## src/rtl/core/ezsl_pkg.sv

```systemverilog
// shared types, codes and helper functions of the ellipse zone speed limiter
`timescale 1ns / 1ps

package ezsl_pkg;

  localparam int CFG_INDEX_W = 3;
  localparam int CFG_DATA_W  = 32;

  // register indexes of the configuration port
  localparam logic [CFG_INDEX_W-1:0] REG_INNER_MAJOR = 3'd0;
  localparam logic [CFG_INDEX_W-1:0] REG_INNER_MINOR = 3'd1;
  localparam logic [CFG_INDEX_W-1:0] REG_OUTER_MAJOR = 3'd2;
  localparam logic [CFG_INDEX_W-1:0] REG_OUTER_MINOR = 3'd3;
  localparam logic [CFG_INDEX_W-1:0] REG_SCALE_RECIP = 3'd4;

  // register reset values
  localparam logic [31:0] RST_INNER_MAJOR = 32'd26844;
  localparam logic [31:0] RST_INNER_MINOR = 32'd68719;
  localparam logic [31:0] RST_OUTER_MAJOR = 32'd8765;
  localparam logic [31:0] RST_OUTER_MINOR = 32'd47722;
  localparam logic [31:0] RST_SCALE_RECIP = 32'd31775;

  localparam logic [16:0] ONE_Q16     = 17'd65536;
  localparam logic [46:0] LEAST_MAX   = {47{1'b1}};
  localparam logic [15:0] CREEP_VX    = 16'd100;
  localparam logic [15:0] CREEP_WZ    = 16'd200;
  localparam logic [63:0] OUTER_LIMIT = 64'h0000_0001_0000_0000;

  localparam logic KIND_POINT = 1'b0;
  localparam logic KIND_VEL   = 1'b1;

  typedef struct packed {
    logic              kind;
    logic signed [15:0] point_x;
    logic signed [15:0] point_y;
    logic              last_point;
    logic signed [15:0] cmd_vx;
    logic signed [15:0] cmd_vy;
    logic signed [15:0] cmd_wz;
  } in_item_t;

  typedef struct packed {
    logic              result_kind;
    logic              slow_zone;
    logic              stop_zone;
    logic [16:0]       speed_factor;
    logic signed [15:0] out_vx;
    logic signed [15:0] out_vy;
    logic signed [15:0] out_wz;
  } out_item_t;

  // datapath operations issued by the controller
  typedef enum logic [3:0] {
    OP_NONE,
    OP_LOAD,
    OP_SQUARE,
    OP_OUTER,
    OP_INNER,
    OP_ACCUM,
    OP_FACTOR,
    OP_EMIT_SCAN,
    OP_VEL_XY,
    OP_VEL_Z,
    OP_EMIT_VEL
  } dp_op_t;

  typedef struct packed {
    dp_op_t op;
  } dp_cmd_t;

  typedef struct packed {
    logic last_point;
    logic out_free;
  } dp_status_t;

  // magnitude of a 16 bit signed value, -32768 gives 32768
  function automatic logic [15:0] abs_mag(input logic signed [15:0] v);
    abs_mag = v[15] ? (~v + 16'd1) : v;
  endfunction

  // sign restore of a scaled magnitude, with saturation of positive results only
  function automatic logic [15:0] sat_scale(input logic neg, input logic [16:0] mag);
    logic [16:0] r;
    r = mag;
    if (neg) begin
      sat_scale = 16'(~r + 17'd1);
    end else if (r > 17'd32767) begin
      sat_scale = 16'h7FFF;
    end else begin
      sat_scale = r[15:0];
    end
  endfunction

endpackage

```

## src/rtl/core/ezsl_ctrl.sv

```systemverilog
// controller state machine sequencing points and velocity commands
`timescale 1ns / 1ps

module ezsl_ctrl (
  input  logic                  clk,
  input  logic                  rst_n,
  input  logic                  in_valid,
  input  logic                  in_kind,
  output logic                  in_ready,
  input  ezsl_pkg::dp_status_t  status,
  output ezsl_pkg::dp_cmd_t     cmd
);

  typedef enum logic [3:0] {
    S_IDLE,
    S_SQUARE,
    S_OUTER,
    S_INNER,
    S_ACCUM,
    S_FACTOR,
    S_EMIT_SCAN,
    S_VEL_XY,
    S_VEL_Z,
    S_EMIT_VEL
  } state_t;

  state_t state_r, state_nxt;

  assign in_ready = (state_r == S_IDLE);

  always_comb begin
    state_nxt = state_r;
    cmd.op    = ezsl_pkg::OP_NONE;
    unique case (state_r)
      S_IDLE: begin
        if (in_valid) begin
          cmd.op    = ezsl_pkg::OP_LOAD;
          state_nxt = (in_kind == ezsl_pkg::KIND_VEL) ? S_VEL_XY : S_SQUARE;
        end
      end
      S_SQUARE: begin
        cmd.op    = ezsl_pkg::OP_SQUARE;
        state_nxt = S_OUTER;
      end
      S_OUTER: begin
        cmd.op    = ezsl_pkg::OP_OUTER;
        state_nxt = S_INNER;
      end
      S_INNER: begin
        cmd.op    = ezsl_pkg::OP_INNER;
        state_nxt = S_ACCUM;
      end
      S_ACCUM: begin
        cmd.op    = ezsl_pkg::OP_ACCUM;
        state_nxt = status.last_point ? S_FACTOR : S_IDLE;
      end
      S_FACTOR: begin
        cmd.op    = ezsl_pkg::OP_FACTOR;
        state_nxt = S_EMIT_SCAN;
      end
      S_EMIT_SCAN: begin
        if (status.out_free) begin
          cmd.op    = ezsl_pkg::OP_EMIT_SCAN;
          state_nxt = S_IDLE;
        end
      end
      S_VEL_XY: begin
        cmd.op    = ezsl_pkg::OP_VEL_XY;
        state_nxt = S_VEL_Z;
      end
      S_VEL_Z: begin
        cmd.op    = ezsl_pkg::OP_VEL_Z;
        state_nxt = S_EMIT_VEL;
      end
      S_EMIT_VEL: begin
        if (status.out_free) begin
          cmd.op    = ezsl_pkg::OP_EMIT_VEL;
          state_nxt = S_IDLE;
        end
      end
      default: state_nxt = S_IDLE;
    endcase
  end

  always_ff @(posedge clk) begin
    if (!rst_n) begin
      state_r <= S_IDLE;
    end else begin
      state_r <= state_nxt;
    end
  end

endmodule

```

## config.mk

```make
export PLATFORM = sky130hd
export DESIGN_NAME = ezsl_ctrl
export DESIGN_NICKNAME = d
export VERILOG_FILES = /design/src/rtl/core/ezsl_pkg.sv /design/src/rtl/core/ezsl_ctrl.sv
export SDC_FILE = /design/constraint.sdc
export NUM_CORES = 1
export LEC_CHECK = 0
export BUFFER_PORTS_ARGS = -buffer_cell sky130_fd_sc_hd__clkbuf_2
export CAP_MARGIN = 30
export CORE_AREA = 10 10 47 49
export DETAILED_ROUTE_END_ITERATION = 7
export DIE_AREA = 0 0 57 59
export PLACE_DENSITY = 0.52
export SLEW_MARGIN = 30
export SYNTH_ARGS = -nofsm -noshare
export SYNTH_HDL_FRONTEND = slang
export SYNTH_SLANG_ARGS = --single-unit
```

## constraint.sdc

```tcl
create_clock -name clk -period 3.1 [get_ports clk]
set_input_delay 0.775 -clock clk [delete_from_list [all_inputs] [get_ports clk]]
set_output_delay 0.775 -clock clk [all_outputs]
set_load 0.05 [all_outputs]
```

==> run summary, run 1 <==
The startpoint kind of the worst setup timing path is an input pin. The final-report hold violation count is 0, and the clock period minus final worst setup slack is 2560 ps. Most common flop cell mapped by yosys: dfxtp_1. In the post-route analysis, the smallest setup slack over all paths is 542 ps. The number of sinks handled by clock tree synthesis is 4, and the net count of the finished layout is 63.

The worst hold path was traced through 2 stages. The run gives 275 um2 as the area taken by multi-input logic gates. The maximum single-stage delay on the critical path works out to 330 ps. The wire length per cell came out at 12.5 um. After clock tree synthesis, the setup repair step added 0 buffers. In this run the mean area of a mapped cell was 8.15 um2. Setup violations remaining at the end of the flow were counted as 0. Measured along the y axis, the die boundary spans 59 um. The startpoint identified for the worst hold timing path is state_r[2]$_SDFFE_PN0P_.

The synthesized design contains 4 register bits. The utilization after layout was 0.320; the synthesis-to-finish area growth was 17.0%. The sequential cells in the finished layout cover a total of 80.1 um2. In this run the critical register-to-register path is launched from state_r[1]$_SDFFE_PN0P_. The count of H-tree levels built during CTS was 1. The sequential cell area fraction in the yosys report was 0.209; the max-slew headroom at the worst pin was 0.607.

The via count normalized by instance count came out at 5.07. The number of buffers added on ports was 10. The flip-flop count of the largest register after layout is 4, and the number of DRC markers after the initial detailed-route iteration is 2. For the final database, setup skew stands at 4.31 ps. Slack of the worst reg-to-reg path: 1660 ps. The final antenna diode count was 0.

TritonCTS built the clock tree. Category of the worst setup path capture point: an output pin. The final antenna-violating net count came out at 0. The placeable core area was 1400 um2; the power after layout was 432 uW. Walking the worst path, the cells encountered are clkbuf_2 > nor2b_1 > o21a_1 > a2111oi_2 > clkbuf_2. The run gives 0 as the number of antenna violations at the first check in global routing. For this run, design rule violations remaining after detail routing come to 0.

The biggest area contributor in the post-synthesis netlist is dfxtp_1. More flip-flops sit in one register than any other, and that register is state_r. In the final layout, the registers with the most flip-flops are state_r x4. The chip width is 57 um. Setup repair after global routing left no endpoint under its margin. For this run, the top clock speed supported by timing is 391 MHz.

IR analysis of the VDD net gives a maximum drop of 333 uV. In this run the cell area of the synthesized design comes to 383 um2. For the number of buffers inserted for hold repair after clock tree synthesis, the log shows 0. Counting cells, the worst reg-to-reg path comes to 3.

The later pin in the worst-skew pair is clocked with a latency of 230 ps. Yosys attributes the largest share of cell area to dfxtp_1 (21%), nor2b_1 (4.9%), nand4b_1 (4.6%), nor4b_1 (4.6%), o21ai_1 (3.9%). The tools report the max-slew violation count as 0.

Global routing finished with a remaining overflow of 0. The fraction of layout instances using a drive strength above 1 was 0.309. The cell type of the slowest stage on the worst timing path is clkbuf_2. The Yosys step of the flow raised 0 warnings. The power density of the placed cells was 964 nW/um2. The run gives 885 um as the routed wire length.

The via count of the routed design was 360; the required arrival time at the worst endpoint was 2320 ps. In this run the count of I/O pins placed on the die edge is 11. After clock tree synthesis, the repair step resized 0 gates. The run gives 4 as the iteration count of the initial detailed-routing pass. The share of flip-flops with an asynchronous set or reset after synthesis was 0. The number of maximum-capacitance violations was 0; the net count of the mapped netlist was 53. Capture instance of the worst register-to-register path: state_r[0]$_SDFFE_PN0P_. Of all nets on the critical path, the largest fanout is 6. The run finished with clean final reports. The number of buffers added by the clock tree synthesis step is 3.

The cell sitting at the root of the clock tree is a clkbuf_4. The logs give 3360 um2 for the total die area and 0.000189 uW for the static power due to leakage. The kind of cell with the highest combined delay on the critical path was buffers and inverters. The initialized floorplan defines 14 standard-cell rows. The effective utilization at floorplan is 0.273.

After clock tree synthesis, the clock-pin slew on the worst setup and hold paths is 40 ps. After routing, the total negative slack on setup checks comes to 0 ps. The number of buffers and inverters on the critical path works out to 2.

For the worst setup path, the data arrival time is 1780 ps. The worst setup path is of the input pin to output pin kind. For the wire length of the first global-routing pass, the log shows 1330 um. Counting along the longest clock path gives a buffer depth of 2.

The dominant cell by count in the synthesized netlist is dfxtp_1. In the synthesized netlist, the cells that appear most often are dfxtp_1 (4), nor2b_1 (3), o21ai_1 (3). The number of enable-type register cells in the synthesized netlist works out to 0. The number of global-route vias before repair was 308; the number of instances in the synthesized netlist was 47. The cell that appears most often on the critical path is clkbuf_2. Synthesis instantiated 31 different standard cells from the library.

Entering global routing, the biggest net connects 20 pins. The worst hold-check path type was flip-flop to flip-flop. The setup slack after placement is 536 ps, and the overall track demand over capacity in global routing is 0.0498. The transition time at the pin with the least slew margin came out at 588 ps. The placer's final routability congestion estimate was 0.689.

The final clock period utilization by the worst path came out at 0.825. The worst hold path terminates at state_r[3]$_SDFFE_PN0P_. The share of Yosys cell area claimed by the top area cell type came out at 0.209. The layout has 165 filler cells.
-- metrics by stage --
stage / hold WS (ps) / instance area [um2] / instances
4_1_cts: 770 / 448 / 71
3_3_place_gp: 761 / 425 / 68
6_report: 778 / 448 / 71
2_1_floorplan: 609 / 388 / 47
3_5_place_dp: 769 / 425 / 68
5_1_grt: 825 / 448 / 71
-- worst max-delay path by stage --
stage               depth (start not counted)        to               startpoint  slack (ps)
finish                                      5    cmd[0]                status[0]         540
CTS                                         5    cmd[0]                status[0]         540
global route                                5    cmd[0]                status[0]         460
detailed placement                          5    cmd[0]                status[0]         540
global placement                            5    cmd[0]                status[0]         550
floorplan                                   3  in_ready  state_r[1]$_SDFFE_PN0P_         220
-- power breakdown --
| part | switching [uW] | internal (uW) | leakage, uW |
|---|---|---|---|
| clock network | 19.3 | 43.2 | 0.0000138 |
| logic | 154 | 89.6 | 0.000142 |
| registers | 59.9 | 65.6 | 0.0000329 |
-- cell usage in the layout (no fill, tap or decap) --
master     instances
nor4_1             2
clkbuf_2          10
nand3b_1           1
a21boi_2           1
dfxtp_1            4
o21ai_0            2
or3b_4             1
a2111oi_2          1
a311oi_1           1
o21a_1             1
and3b_1            1
or4_1              1
nor3_1             1
a21o_1             2
nand4_1            1
clkbuf_4           3
o21ba_1            1
nor2b_1            3
xor2_1             1
nand4b_1           2
a211oi_1           1
nand2_1            1
nand2b_1           2
o21ba_2            1
o211a_1            1
nor4b_1            2
o21ai_1            3
nor2_1             2
a21oi_1            2
-- layer usage --
metal | part of all wire | up-vias | global-route usage
li1 | - | 196 | -
met1 | 0.50 | 159 | 0.0608
met2 | 0.44 | 5 | 0.0620
met3 | 0.066 | 0 | 0.0193
met4 | 0 | 0 | 0.0503
met5 | 0 | - | 0
-- final cells by class --
| class | count | share of cell area |
|---|---|---|
| clock buffer | 3 | 0.0503 |
| multi-input combinational | 38 | 0.615 |
| sequential | 4 | 0.179 |
| tap | 16 | 0.0447 |
| timing repair buffer | 10 | 0.112 |
-- worst register-to-register path: cells and delay by family (launching register included) --
family / cells / cell delay (ps)
flip-flops: 1 / 680
AND/OR/NAND/NOR: 1 / 260
AO/OA/AOI/OAI: 2 / 390
-- logic make-up after synthesis --
logic type | synth area share
AND/OR/NAND/NOR | 0.356
XOR/XNOR | 0.0229
buffers and inverters | 0.0850
AO/OA/AOI/OAI | 0.327
flip-flops | 0.209
No activity file was read; power rests on OpenSTA's default activity.
==> run 2: changes to the inputs <==
PLACE_DENSITY = 0.54   (was 0.52)
clock period = 2.14 ns   (was 3.1 ns; I/O delays follow)
==> run 2 against run 1 <==
- final cell count increased by 7.0%
- register-to-register slack got worse by 980 ps
- global-route usage up 0.80 points
==> run summary, run 2 (same netlist as run 1, synthesis figures left out) <==
The largest registers in the layout are state_r x4. The worst register-to-register path has a depth of 4. The cell type of the slowest stage on the worst timing path is dfxtp_1. Commonest non-fill, non-tap cell in the layout: clkbuf_2. The required arrival time at the worst endpoint was 1600 ps; the power after layout was 684 uW. TritonCTS built the clock tree. Detailed routing placed a total of 459 um of wire on met2. The worst setup path is captured at an output pin. The chip width was 57 um. At the pin with the least slew margin, the transition time is 382 ps. The final clock period utilization by the worst path was 0.945.

The run finished with clean final reports. The critical path goes through buf_4 > a21oi_1 > a311oi_2 > clkbuf_4. The later pin in the worst-skew pair is clocked with a latency of 230 ps. For the final database, setup skew stands at 2.59 ps. Data on the critical path arrives at its endpoint at 1490 ps. For the number of global-route vias before repair, the log shows 383. The clock drives 4 sinks. The final-report hold violation count is 0, and the via count of the routed design is 385. The height of the die was 59 um; the max-slew headroom at the worst pin was 0.745. The placer's final routability congestion estimate is 0.725, and the final antenna diode count is 0. For this run, the slowest stage of the critical path takes 440 ps.

The wire length per cell is 12.2 um. Static timing analysis puts the maximum clock frequency at 495 MHz. The startpoint identified for the worst register-to-register timing path is state_r[0]$_SDFFE_PN0P_. The peak supply drop came out at 619 uV.

The pin count of the biggest net entering global routing was 13; the count of H-tree levels built during CTS was 1. The number of buffers added on ports was 10; the flip-flop count of the largest register after layout was 4. The detail route stage leaves a number of antenna-violating nets equal to 0.

The total die area is 3360 um2. The pre-antenna-repair detailed-routing pass consisted of 3 iterations. The detailed router put a total of 449 um of wire on met1. In this run the worst hold path is classified as flip-flop to flip-flop.

From synthesis to final layout, the design area changed by 32.0%. The clock transition at the registers of the reported paths is 30 ps. The filler cells instantiated in the layout total 166. In this run the register-to-register setup slack is 680 ps. The top cell types in the final layout, fill and taps aside, are clkbuf_2 (8), buf_4 (6), o21ai_1 (4), clkbuf_4 (4), nor2b_1 (3). Total overflow reported by the global router: 0. Detailed placement finished with a half-perimeter wire length of 729 um. After floorplanning, the core was sized to cover 1400 um2. The tools report the final count of negative-setup-slack endpoints as 0.

The standard-cell row count came out at 14. CTS placed an instance of clkbuf_4 at the clock tree root. The number of DRC markers after the initial detailed-route iteration came out at 11.

Tracing the worst setup path back leads to its startpoint at state_r[2]$_SDFFE_PN0P_. For the final routed database, the setup TNS stands at 0 ps. After clock tree synthesis, the repair step resized 0 gates. Highest routing layer actually used: met3. The smallest clock period supported by the final layout is computed as 2020 ps. The number of setup buffers added after CTS is 0. The sequential cells in the finished layout cover a total of 82.6 um2. Fraction of layout instances using a drive strength above 1: 0.433. The max-slew violation count was 0; the maximum buffer depth of the clock tree was 2. Effective utilization at floorplan: 0.273. The endpoint of the worst hold-timing path was state_r[1]$_SDFFE_PN0P_. The type of the setup path with the least slack was flip-flop to output pin. The number of cells on the worst hold path was 2; the routed wire length was 924 um. Max-cap violations in this run came to 0. The worst setup path is launched from a flip-flop. The capture instance of the worst register-to-register path is state_r[1]$_SDFFE_PN0P_. For this design the ratio of total power to cell area is 1350 nW/um2. Buffers inserted during clock tree synthesis total 3. The number of antenna violations at the first check in global routing was 0; the net count of the finished layout was 68. Summed over all nets, wire length on met3 after detailed routing comes to 15 um. Of all nets on the critical path, the largest fanout is 11. Ranked by flip-flop count, first place goes to state_r. The logs give 0.0578 for the overall track demand over capacity in global routing and 0.000220 uW for the static power due to leakage. The first global-routing pass estimated 1570 um of wire. The via count normalized by instance count is 5.07. For this run, design rule violations remaining after detail routing come to 0. In this run, post-CTS hold repair placed 0 buffers. In the final layout, the multi-input gates occupy 288 um2. In this run the most critical hold path is launched from state_r[1]$_SDFFE_PN0P_. The number of top-level design ports came out at 11.
-- run 2: cell count changes in the layout (fill, tap and decap cells not counted), sizes merged --
cell and change:
buf +6, clkbuf -1
-- run 2: how the worst max path moves through the flow --
| stage | slack (ps) | end | cells after the start |
|---|---|---|---|
| after detailed placement | 140 | cmd[0] | 5 |
| after floorplan | -210 | cmd[0] | 3 |
| after CTS | 10 | cmd[3] | 3 |
| after global routing | -0.9 | cmd[0] | 4 |
| after global placement | 150 | cmd[0] | 5 |
| final | 120 | cmd[2] | 4 |
-- run 2: layout make-up --
| class | count | share of cell area |
|---|---|---|
| flip-flops and latches | 4 | 0.163 |
| well taps | 16 | 0.0396 |
| clock buffers | 3 | 0.0446 |
| repair buffers | 15 | 0.183 |
| multi-input cells | 38 | 0.569 |
-- run 2: power by group --
group | leakage (uW) | total [uW] | internal [uW] | switching, uW
clock network | 0.0000138 | 90.7 | 62.5 | 28.1
logic | 0.000172 | 445 | 173 | 272
registers | 0.0000337 | 148 | 97.0 | 51.5
-- run 2: worst max-delay path: cells and delay by family (launching register included) --
kind	cells	cell delay [ps]
flip-flops	1	440
AO/OA/AOI/OAI	2	330
buffers and inverters	2	500
-- run 2: per-stage QoR --
stage | util | cells | setup WS [ps] | instance area (um2) | hold WS [ps]
2_1_floorplan | - | 47 | -209 | 400 | 609
3_3_place_gp | 0.339 | 73 | 151 | 475 | 620
3_5_place_dp | 0.339 | 73 | 137 | 475 | 618
4_1_cts | 0.355 | 76 | 9.50 | 498 | 578
5_1_grt | 0.361 | 76 | -0.896 | 505 | 583
6_report | 0.361 | 76 | 118 | 505 | 589
-- run 2: routing by layer --
| metal | GRT usage | up-vias |
|---|---|---|
| met2 | 0.0899 | 4 |
| li1 | - | 207 |
| met1 | 0.0649 | 174 |
| met5 | 0 | - |
| met4 | 0.0403 | 0 |
| met3 | 0.0193 | 0 |
